### src/hw/rtl/necir_pkg.sv
// Shared types, widths, codes and reset values of the NEC infrared frame decoder.
package necir_pkg;

	localparam int TICK_W         = 15;
	localparam int FIELD_W        = 16;
	localparam int POS_W          = 6;
	localparam int CFG_IDX_W      = 3;
	localparam int FIELD_BITS_DEF = 16;

	typedef logic [TICK_W-1:0]    tick_t;
	typedef logic [FIELD_W-1:0]   field_t;
	typedef logic [1:0]           kind_t;
	typedef logic [CFG_IDX_W-1:0] cfg_idx_t;
	typedef logic [POS_W-1:0]     pos_t;

	localparam kind_t KIND_DECODED  = 2'd0;
	localparam kind_t KIND_REPEAT   = 2'd1;
	localparam kind_t KIND_REJECTED = 2'd2;
	localparam kind_t KIND_UNKNOWN  = 2'd3;

	localparam cfg_idx_t REG_LEADER_MARK  = 3'd0;
	localparam cfg_idx_t REG_LEADER_SPACE = 3'd1;
	localparam cfg_idx_t REG_BIT_MARK     = 3'd2;
	localparam cfg_idx_t REG_ZERO_SPACE   = 3'd3;
	localparam cfg_idx_t REG_ONE_SPACE    = 3'd4;
	localparam cfg_idx_t REG_REPEAT_MARK  = 3'd5;
	localparam cfg_idx_t REG_REPEAT_SPACE = 3'd6;
	localparam cfg_idx_t REG_TOLERANCE    = 3'd7;

	localparam tick_t RST_LEADER_MARK  = 15'd9000;
	localparam tick_t RST_LEADER_SPACE = 15'd4500;
	localparam tick_t RST_BIT_MARK     = 15'd560;
	localparam tick_t RST_ZERO_SPACE   = 15'd560;
	localparam tick_t RST_ONE_SPACE    = 15'd1690;
	localparam tick_t RST_REPEAT_MARK  = 15'd9000;
	localparam tick_t RST_REPEAT_SPACE = 15'd2250;
	localparam tick_t RST_TOLERANCE    = 15'd200;

	localparam pos_t POS_MAX    = '1;
	localparam pos_t REPEAT_LEN = 6'd2;

endpackage

### src/hw/rtl/necir_ifs.sv
// Handshake channel interfaces: captured symbols, decoded results and register writes.
interface necir_sym_if;
	import necir_pkg::*;
	logic  valid;
	logic  ready;
	tick_t mark_ticks;
	tick_t space_ticks;
	logic  frame_end;
	modport source (output valid, mark_ticks, space_ticks, frame_end, input ready);
	modport sink (input valid, mark_ticks, space_ticks, frame_end, output ready);
endinterface

interface necir_res_if;
	import necir_pkg::*;
	logic   valid;
	logic   ready;
	kind_t  frame_kind;
	field_t address_out;
	field_t command_out;
	modport source (output valid, frame_kind, address_out, command_out, input ready);
	modport sink (input valid, frame_kind, address_out, command_out, output ready);
endinterface

interface necir_cfg_if;
	import necir_pkg::*;
	logic     valid;
	logic     ready;
	cfg_idx_t index;
	tick_t    data;
	modport source (output valid, index, data, input ready);
	modport sink (input valid, index, data, output ready);
endinterface

### src/hw/rtl/nec_ir_frame_decoder_top.sv
// NEC infrared frame decoder: one captured symbol per cycle in unless the result stalls, one result per frame out.
// The decoder takes one captured symbol (mark ticks, space ticks, end-of-frame flag) in every
// clock cycle. A symbol passes through an input register, is checked against the timing
// windows in the following cycle and, on the last symbol of a frame, its result lands in the
// output register as soon as the previous result has been taken or none is pending.
// The throughput is set by the single window-check stage, which updates the frame state once
// per cycle; only a stalled result output holds symbols back. Timing registers may be written
// at any time through the configuration channel, which is always ready, but should only be
// changed while no frame is in flight.
module nec_ir_frame_decoder_top #(
	parameter int FIELD_BITS = necir_pkg::FIELD_BITS_DEF
) (
	input logic          clk,
	input logic          arst_n,
	necir_sym_if.sink    sym,
	necir_res_if.source  res,
	necir_cfg_if.sink    cfg
);
	import necir_pkg::*;

	localparam int   DATA_BITS = 2 * FIELD_BITS;
	localparam pos_t FRAME_LEN = POS_W'(2 + DATA_BITS);
	localparam pos_t LAST_BIT  = POS_W'(DATA_BITS);

	function automatic logic in_win(input tick_t v, input tick_t spec, input tick_t tol);
		tick_t           lo;
		logic [TICK_W:0] hi;
		lo = (spec > tol) ? tick_t'(spec - tol) : '0;
		hi = {1'b0, spec} + {1'b0, tol};
		return (v > lo) && ({1'b0, v} < hi);
	endfunction

	// Timing registers
	tick_t leader_mark_q, leader_space_q, bit_mark_q, zero_space_q;
	tick_t one_space_q, repeat_mark_q, repeat_space_q, tolerance_q;

	assign cfg.ready = 1'b1;

	always_ff @(posedge clk or negedge arst_n) begin
		if (!arst_n) begin
			leader_mark_q  <= RST_LEADER_MARK;
			leader_space_q <= RST_LEADER_SPACE;
			bit_mark_q     <= RST_BIT_MARK;
			zero_space_q   <= RST_ZERO_SPACE;
			one_space_q    <= RST_ONE_SPACE;
			repeat_mark_q  <= RST_REPEAT_MARK;
			repeat_space_q <= RST_REPEAT_SPACE;
			tolerance_q    <= RST_TOLERANCE;
		end else if (cfg.valid) begin
			case (cfg.index)
				REG_LEADER_MARK:  leader_mark_q  <= cfg.data;
				REG_LEADER_SPACE: leader_space_q <= cfg.data;
				REG_BIT_MARK:     bit_mark_q     <= cfg.data;
				REG_ZERO_SPACE:   zero_space_q   <= cfg.data;
				REG_ONE_SPACE:    one_space_q    <= cfg.data;
				REG_REPEAT_MARK:  repeat_mark_q  <= cfg.data;
				REG_REPEAT_SPACE: repeat_space_q <= cfg.data;
				REG_TOLERANCE:    tolerance_q    <= cfg.data;
				default: ;
			endcase
		end
	end

	// Input register stage
	logic  valid_s1;
	tick_t mark_s1, space_s1;
	logic  last_s1;
	logic  res_valid_q;
	logic  advance;
	logic  consume;

	assign advance   = !res_valid_q || res.ready;
	assign consume   = valid_s1 && advance;
	assign sym.ready = !valid_s1 || advance;

	always_ff @(posedge clk or negedge arst_n) begin
		if (!arst_n) begin
			valid_s1 <= 1'b0;
		end else if (sym.ready) begin
			valid_s1 <= sym.valid;
		end
	end

	always_ff @(posedge clk) begin
		if (sym.valid && sym.ready) begin
			mark_s1  <= sym.mark_ticks;
			space_s1 <= sym.space_ticks;
			last_s1  <= sym.frame_end;
		end
	end

	// Frame state
	pos_t                   pos_q;
	logic                   good_q;
	logic                   rep_q;
	logic [DATA_BITS-1:0]   shift_q;
	logic [FIELD_BITS-1:0]  held_addr_q, held_cmd_q;

	logic                   leader_hit, repeat_hit, one_hit, zero_hit;
	pos_t                   pos_inc, pos_n;
	logic                   good_n, rep_n;
	logic [DATA_BITS-1:0]   shift_n;
	logic                   store_frame;
	kind_t                  kind_n;
	field_t                 addr_n, cmd_n;

	always_comb begin
		leader_hit = in_win(mark_s1, leader_mark_q, tolerance_q)
			&& in_win(space_s1, leader_space_q, tolerance_q);
		repeat_hit = in_win(mark_s1, repeat_mark_q, tolerance_q)
			&& in_win(space_s1, repeat_space_q, tolerance_q);
		one_hit    = in_win(mark_s1, bit_mark_q, tolerance_q)
			&& in_win(space_s1, one_space_q, tolerance_q);
		zero_hit   = in_win(mark_s1, bit_mark_q, tolerance_q)
			&& in_win(space_s1, zero_space_q, tolerance_q);

		good_n  = good_q;
		rep_n   = rep_q;
		shift_n = shift_q;
		if (pos_q == '0) begin
			good_n = leader_hit;
			rep_n  = repeat_hit;
		end else if (pos_q <= LAST_BIT) begin
			if (one_hit) begin
				for (int i = 0; i < DATA_BITS; i++) begin
					if (POS_W'(i + 1) == pos_q) begin
						shift_n[i] = 1'b1;
					end
				end
			end else if (!zero_hit) begin
				good_n = 1'b0;
			end
		end

		// The counter saturates so that an overlong frame never wraps to a valid length.
		pos_inc = (pos_q < POS_MAX) ? pos_q + 1'b1 : pos_q;
		pos_n   = pos_inc;

		store_frame = 1'b0;
		kind_n      = KIND_UNKNOWN;
		addr_n      = '0;
		cmd_n       = '0;
		if (pos_inc == FRAME_LEN) begin
			if (good_n) begin
				store_frame = 1'b1;
				kind_n      = KIND_DECODED;
				addr_n[FIELD_BITS-1:0] = shift_n[FIELD_BITS-1:0];
				cmd_n[FIELD_BITS-1:0]  = shift_n[DATA_BITS-1:FIELD_BITS];
			end else begin
				kind_n = KIND_REJECTED;
			end
		end else if (pos_inc == REPEAT_LEN) begin
			if (rep_n) begin
				kind_n = KIND_REPEAT;
				addr_n[FIELD_BITS-1:0] = held_addr_q;
				cmd_n[FIELD_BITS-1:0]  = held_cmd_q;
			end else begin
				kind_n = KIND_REJECTED;
			end
		end

		if (last_s1) begin
			pos_n   = '0;
			good_n  = 1'b1;
			rep_n   = 1'b0;
			shift_n = '0;
		end
	end

	always_ff @(posedge clk or negedge arst_n) begin
		if (!arst_n) begin
			pos_q       <= '0;
			good_q      <= 1'b1;
			rep_q       <= 1'b0;
			shift_q     <= '0;
			held_addr_q <= '0;
			held_cmd_q  <= '0;
		end else if (consume) begin
			pos_q   <= pos_n;
			good_q  <= good_n;
			rep_q   <= rep_n;
			shift_q <= shift_n;
			if (last_s1 && store_frame) begin
				held_addr_q <= addr_n[FIELD_BITS-1:0];
				held_cmd_q  <= cmd_n[FIELD_BITS-1:0];
			end
		end
	end

	// Result register
	kind_t  kind_q;
	field_t addr_q, cmd_q;

	always_ff @(posedge clk or negedge arst_n) begin
		if (!arst_n) begin
			res_valid_q <= 1'b0;
		end else if (advance) begin
			res_valid_q <= consume && last_s1;
		end
	end

	always_ff @(posedge clk) begin
		if (consume && last_s1) begin
			kind_q <= kind_n;
			addr_q <= addr_n;
			cmd_q  <= cmd_n;
		end
	end

	assign res.valid       = res_valid_q;
	assign res.frame_kind  = kind_q;
	assign res.address_out = addr_q;
	assign res.command_out = cmd_q;

endmodule

### src/flat_wrapper.sv
// flat-port wrapper written by rule: the top's interface ports become plain ports
module nec_ir_frame_decoder_top_flat import necir_pkg::*;
#(
	parameter int FIELD_BITS = necir_pkg::FIELD_BITS_DEF
)
  (clk, arst_n, sym_valid, sym_mark_ticks, sym_space_ticks, sym_frame_end, sym_ready, res_valid, res_frame_kind, res_address_out, res_command_out, res_ready, cfg_valid, cfg_index, cfg_data, cfg_ready);
  necir_sym_if sym_i ();
  necir_res_if res_i ();
  necir_cfg_if cfg_i ();
  input logic clk;
  input logic arst_n;
  input wire logic [$bits(sym_i.valid)-1:0] sym_valid;
  input wire logic [$bits(sym_i.mark_ticks)-1:0] sym_mark_ticks;
  input wire logic [$bits(sym_i.space_ticks)-1:0] sym_space_ticks;
  input wire logic [$bits(sym_i.frame_end)-1:0] sym_frame_end;
  output wire logic [$bits(sym_i.ready)-1:0] sym_ready;
  output wire logic [$bits(res_i.valid)-1:0] res_valid;
  output wire logic [$bits(res_i.frame_kind)-1:0] res_frame_kind;
  output wire logic [$bits(res_i.address_out)-1:0] res_address_out;
  output wire logic [$bits(res_i.command_out)-1:0] res_command_out;
  input wire logic [$bits(res_i.ready)-1:0] res_ready;
  input wire logic [$bits(cfg_i.valid)-1:0] cfg_valid;
  input wire logic [$bits(cfg_i.index)-1:0] cfg_index;
  input wire logic [$bits(cfg_i.data)-1:0] cfg_data;
  output wire logic [$bits(cfg_i.ready)-1:0] cfg_ready;
  assign sym_i.valid = sym_valid;
  assign sym_i.mark_ticks = sym_mark_ticks;
  assign sym_i.space_ticks = sym_space_ticks;
  assign sym_i.frame_end = sym_frame_end;
  assign sym_ready = sym_i.ready;
  assign res_valid = res_i.valid;
  assign res_frame_kind = res_i.frame_kind;
  assign res_address_out = res_i.address_out;
  assign res_command_out = res_i.command_out;
  assign res_i.ready = res_ready;
  assign cfg_i.valid = cfg_valid;
  assign cfg_i.index = cfg_index;
  assign cfg_i.data = cfg_data;
  assign cfg_ready = cfg_i.ready;
  nec_ir_frame_decoder_top #(.FIELD_BITS(FIELD_BITS)) u_core (.clk(clk), .arst_n(arst_n), .sym(sym_i), .res(res_i), .cfg(cfg_i));
endmodule
### config.mk
export PLATFORM = sky130hd
export DESIGN_NAME = nec_ir_frame_decoder_top_flat
export DESIGN_NICKNAME = d
export VERILOG_FILES = /design/src/hw/rtl/necir_pkg.sv /design/src/hw/rtl/necir_ifs.sv /design/src/hw/rtl/nec_ir_frame_decoder_top.sv /design/src/flat_wrapper.sv
export SDC_FILE = /design/constraint.sdc
export NUM_CORES = 1
export LEC_CHECK = 0
export BUFFER_PORTS_ARGS = -buffer_cell sky130_fd_sc_hd__buf_2
export CAP_MARGIN = 5
export CORE_MARGIN = 10
export CORE_UTILIZATION = 65
export CTS_CLUSTER_DIAMETER = 50
export CTS_CLUSTER_SIZE = 12
export DETAILED_ROUTE_END_ITERATION = 6
export PLACE_DENSITY = 0.84
export SKIP_LAST_GASP = 1
export SLEW_MARGIN = 10
export SYNTH_ARGS = -nofsm -noshare
export SYNTH_HDL_FRONTEND = slang
export SYNTH_SLANG_ARGS = --single-unit
### constraint.sdc
create_clock -name clk -period 16.8 [get_ports clk]
set_input_delay 3.36 -clock clk [delete_from_list [all_inputs] [get_ports clk]]
set_output_delay 3.36 -clock clk [all_outputs]
set_load 0.005 [all_outputs]
Yosys cells after proc, flatten, opt, wreduce, memory -nomap -nowiden:

Index checks and enable logic that the tools add are counted.

* magnitude comparators: 23
* muxes and demuxes: 66
* reductions and logical operators: 30
* equality and inequality tests: 41
* $add $sub $neg: 15

Operators with widths (number)
* $gt A15 B15 Y1: 14
* $mux W16: 8
* $mux W32: 4
* $add A15 B15 Y16: 7
* $lt A15 B16 Y1: 7
* $mux W15: 7
* $sub A15 B15 Y15: 7
* $eq A5 B6 Y1 const A: 16
* $eq A4 B6 Y1 const A: 8
* $mux W1: 41
* $eq A3 B6 Y1 const A: 4
* $reduce_and A2 Y1: 9
* $logic_and A1 B1 Y1: 15
* $eq A2 B6 Y1 const A: 2
* $eq A3 B3 Y1 const B: 4
* $mux W6: 2
* $mux W2: 4
* $add A6 B1 Y6 const B: 1
* $eq A1 B6 Y1 const A: 1
* $eq A3 B2 Y1 const B: 2
* $eq A6 B2 Y1 const B: 1
* $eq A6 B6 Y1 const A: 1
* $eq A6 B6 Y1 const B: 1
* $le A6 B6 Y1 const B: 1
* 6 further kinds: 8

* output and inout bits: 37
* word-level logic and storage cells: 197
* input bits: 54
* bits in registers: 259

Longest topological paths before layout:

* depth in word-level cells: 13
* gate-level depth with buffers: 25
* gate-level depth less buffers: 23

Worst setup path after synthesis:

No wires, ideal clock.

* path type: in2out
* from: in res_ready
* to: out sym_ready
* path slack: 9.906 ns
* stages on the path: 1
* data arrival time: 3.534 ns
* cell sequence: nand3b_1

* longest elaborated chain between the ends: 2

RTL lines
* start, declared: line flat_wrapper.sv:21 `input wire logic [$bits(res_i.ready)-1:0] res_ready;`
* $logic_or A1 B1 Y1: line nec_ir_frame_decoder_top.sv:72 `assign advance = !res_valid_q || res.ready;`
* $logic_or A1 B1 Y1: line nec_ir_frame_decoder_top.sv:74 `assign sym.ready = !valid_s1 || advance;`
* end, declared: line flat_wrapper.sv:16 `output wire logic [$bits(sym_i.ready)-1:0] sym_ready;`

No other way between the ends.

Final worst setup path:

Ends and elaborated chain as after synthesis.

==> impl_results.md <==
* HPWL Detailed at 57640 um
* Critical Path RT at around 13000 ps
* Final wirelength at around 76000 um
* Gpl congestion at roughly 1.0
* Final WS setup at 9642 ps
* Leakage at between 10 and 15 nW
* Worst Setup SP: res_ready
* Worst Setup Start Kind: input pin
* Mapped Nets at 3128
* Largest net degree at the start of global routing at slightly above 80
* Top Layer Used: met5
* Met2 Routed Length at approximately 35000 um
* Top FF cell, synth: dfrtp_1
* Netlist cell types at 86
* First-pass GRT wire length at between 100000 and 150000 um
* Arr. time, crit path at approximately 3800 ps
* Final Hold Fails at 0
* Ys Warns at 0
* Critical path's most frequent cell: buf_2
* GRT Overall Usage at around 32%
* Core Footprint at approximately 38000 um^2
* Clk Latency, worst-skew pair at 560 ps
* DRT Pass-1 Iters at 7
* CP cell instances: buf_2, nand3b_1, buf_2
* Share of cells above drive strength 1 at 14.29%
* Worst hold endpoint: u_core.shift_q[18]
* Cells after synthesis at roughly 2.6k
* Post-CTS Setup Bufs at 0
* Final setup violation count at 0
* Switch Pwr at about 2.2 mW
* PD cells at 170.5 nW/um^2
* Via density at 6.653
* Metal3 WL at between 6000 and 7000 um
* CP max stage cell: nand3b_1
* Final ANT Viol Nets at 0
* Worst Path Max Fanout at 3
* R2r endpoint: u_core.res.address_out[0]
* CTS resizes at 0
* H-tree Lvls at 2
* Die Width at roughly 210 um
* DIE HEIGHT at about 210 um
* Max Fclk at ~140 MHz
* Worst slew margin at just over 20%
* Setup Skew at ~18 ps
* Peak supply drop at 0.0001293 V
* Post-synth top area cell: ha_1
* Worst R2R Path Depth at 24
* Pre-CTS setup slack at between 9000 and 10000 ps
* Initial antenna violation count at 2
* I/O Buffers at 89
* Met1 wire length at between 20000 and 30000 um
* Top-area cell type share of the netlist area at about a fifth
* Initial Utilization at between 60% and 70%
* Total CTS buffers at 37
* CP endpoint kind: output pin
* # Max-Cap Violations at 0
* Ports at 91
* Run status: complete, no violations
* DRC Markers at 0
* Multi-input gate area at between 15000 and 20000 um^2
* Reg area at 6852 um^2
* Cell area after synthesis at ~25000 um^2
* Hold crit path type: flip-flop to flip-flop
* Clock share of power at between 15 and 20%
* Post-synth ARST share at between 70% and 80%
* Vias in the first global route at approximately 22k
* GRT overflow at 0
* Min Tclk post-route at just over 7000 ps
* Synthesized area per cell at ~9.3 um^2
* Max Slew Vio Count at 0
* Area growth syn-to-layout at 7.972%
* Period Utilization, post-route at between 40 and 50%
* Power share of the sequential group at between 10% and 20%
* CP Class: input pin to output pin
* Combinational share of power at a little over three fifths
* Clock sinks at ~260
* RR Startpoint: u_core.tolerance_q[1]
* Worst slew pin tran at about 1200 ps
* Synth Register Bits at 259
* Worst Min Path Start: u_core.shift_q[18]
* Maximum clock path buffer count at 3
* Clk slew on worst S/H paths at ~60 ps
* Sw frac at 47.91%
* Fin nets at 3160
* Total negative slack at 0 ps
* Sequential share of the synthesized area at between 20% and 30%
* Cts-stage hold buffer count at 0
* Internal reg-to-reg setup slack at between 9000 and 10000 ps
* DR vias at between 20k and 25k
* Pint at about 2.4 mW
* Leading post-synthesis cells by cell area: ha_1 (21%), dfrtp_1 (16%), edfxtp_1 (7.9%), mux2_2 (5.3%), xnor2_1 (4.3%)
* Root Buffer: clkbuf_16
* Die ar. at about 46000 um^2
* Rows at 71
* WHS Path Cells at 2
* Initial DRC count at about 2.2k
* Number of synthesized flops with an enable pin at 65
* Average wire per standard cell at 23.74 um
* RSZ-0062 raised after global routing: no
* Fill cell count at roughly 2.8k
* Crit path largest cell delay at ~180 ps
* CTS tree: built
==> cell type report <==
cell class / count / area share [%]
multi-input combinational: 2101 / 62.70
sequential: 259 / 25.75
clock buffer: 49 / 3.884
tap: 511 / 2.403
inverter: 164 / 2.314
timing repair buffer: 109 / 2.271
clock inverter: 19 / 0.6678
antenna: 1 / 0.009406
==> registers in the layout (all words and copies together) (netlist names), 16 cells and up <==
signal                  flops
u_core.shift_q             32
u_core.held_addr_q         16
u_core.held_cmd_q          16
u_core.res.address_out     16
u_core.res.command_out     16
==> metrics by stage <==
stage / hold WS [ps] / utilization, % / instance area, um^2 / instances / total power [mW]
3_5_place_dp: 484.5 / 67.57 / 25390 / 3144 / 3.664
6_report: 507.2 / 70.80 / 26610 / 3213 / 4.537
3_3_place_gp: 476.2 / 67.57 / 25390 / 3144 / 3.555
2_1_floorplan: 463.1 / - / 24640 / 2640 / 2.941
5_1_grt: 525.3 / 70.80 / 26610 / 3213 / 4.858
4_1_cts: 497.6 / 70.80 / 26600 / 3212 / 4.472
==> cell families (layout without fill, tap and decap cells) <==
kind of cell / after synthesis / after routing / share of synthesized area (%)
fa+ha+maj: 434 / 434 / 22.46
xor+xnor: 155 / 155 / 5.509
flops: 259 / 259 / 27.81
buf+inv: 280 / 341 / 4.611
compound gates: 654 / 654 / 18.57
mux: 153 / 153 / 6.799
other cells: 1 / 2 / 0.01522
simple gates: 704 / 704 / 14.22
==> layer usage <==
layer  track usage (%)  vias up
met5                 0        -
met4             19.00        2
met3             6.475      294
met2             52.32     1136
met1             38.53    10280
li1                  -     9670
==> worst max path at each step <==
| stage | end | slack, ps | cells past startpoint |
|---|---|---|---|
| 2_1_floorplan | sym_ready | 9910 | 1 |
| 3_3_place_gp | sym_ready | 9670 | 3 |
| 3_5_place_dp | sym_ready | 9650 | 3 |
| 4_1_cts | sym_ready | 9640 | 3 |
| 5_1_grt | u_core.res.command_out[15] | 9420 | 24 |
| 6_report | sym_ready | 9640 | 3 |
==> worst max-delay path: cells and delay by family <==
family                 cells  cell delay [ps]
buffers and inverters      2              250
and+or+nand+nor            1              180
==> Yosys cell counts (20+ instances only) <==
master	number
a211oi_1	20
a21o_1	57
a21oi_1	185
a31oi_1	54
a41oi_1	28
buf_2	22
clkbuf_1	80
dfrtp_1	158
dfstp_2	36
edfxtp_1	65
ha_1	420
inv_1	162
mux2_2	115
mux2i_1	38
nand2_1	160
nand2b_1	31
nand3_1	47
nand4_1	46
nor2_1	182
nor2b_1	59
nor3_1	65
o211ai_1	26
o21ai_0	99
o21bai_1	46
o32ai_2	28
xnor2_1	121
xor2_1	34
==> placed cells by master, fill, tap and decap left out, types with 63 or more instances in the layout <==
| master | instances |
|---|---|
| edfxtp_1 | 65 |
| mux2_2 | 115 |
| ha_1 | 420 |
| nand2_1 | 160 |
| a21oi_1 | 185 |
| inv_1 | 161 |
| nor3_1 | 63 |
| o21ai_0 | 99 |
| nor2_1 | 182 |
| buf_2 | 88 |
| dfrtp_1 | 158 |
| xnor2_1 | 121 |
==> power by group through the flow <==
stage	Sequential [mW]	Clock, mW	Combinational (mW)
6_report	0.885	0.782	2.87
3_5_place_dp	0.889	0	2.77
2_1_floorplan	0.841	0	2.10
3_3_place_gp	0.882	0	2.67
4_1_cts	0.879	0.792	2.80
5_1_grt	0.893	0.814	3.15
Power figures use the tool's default switching activity.
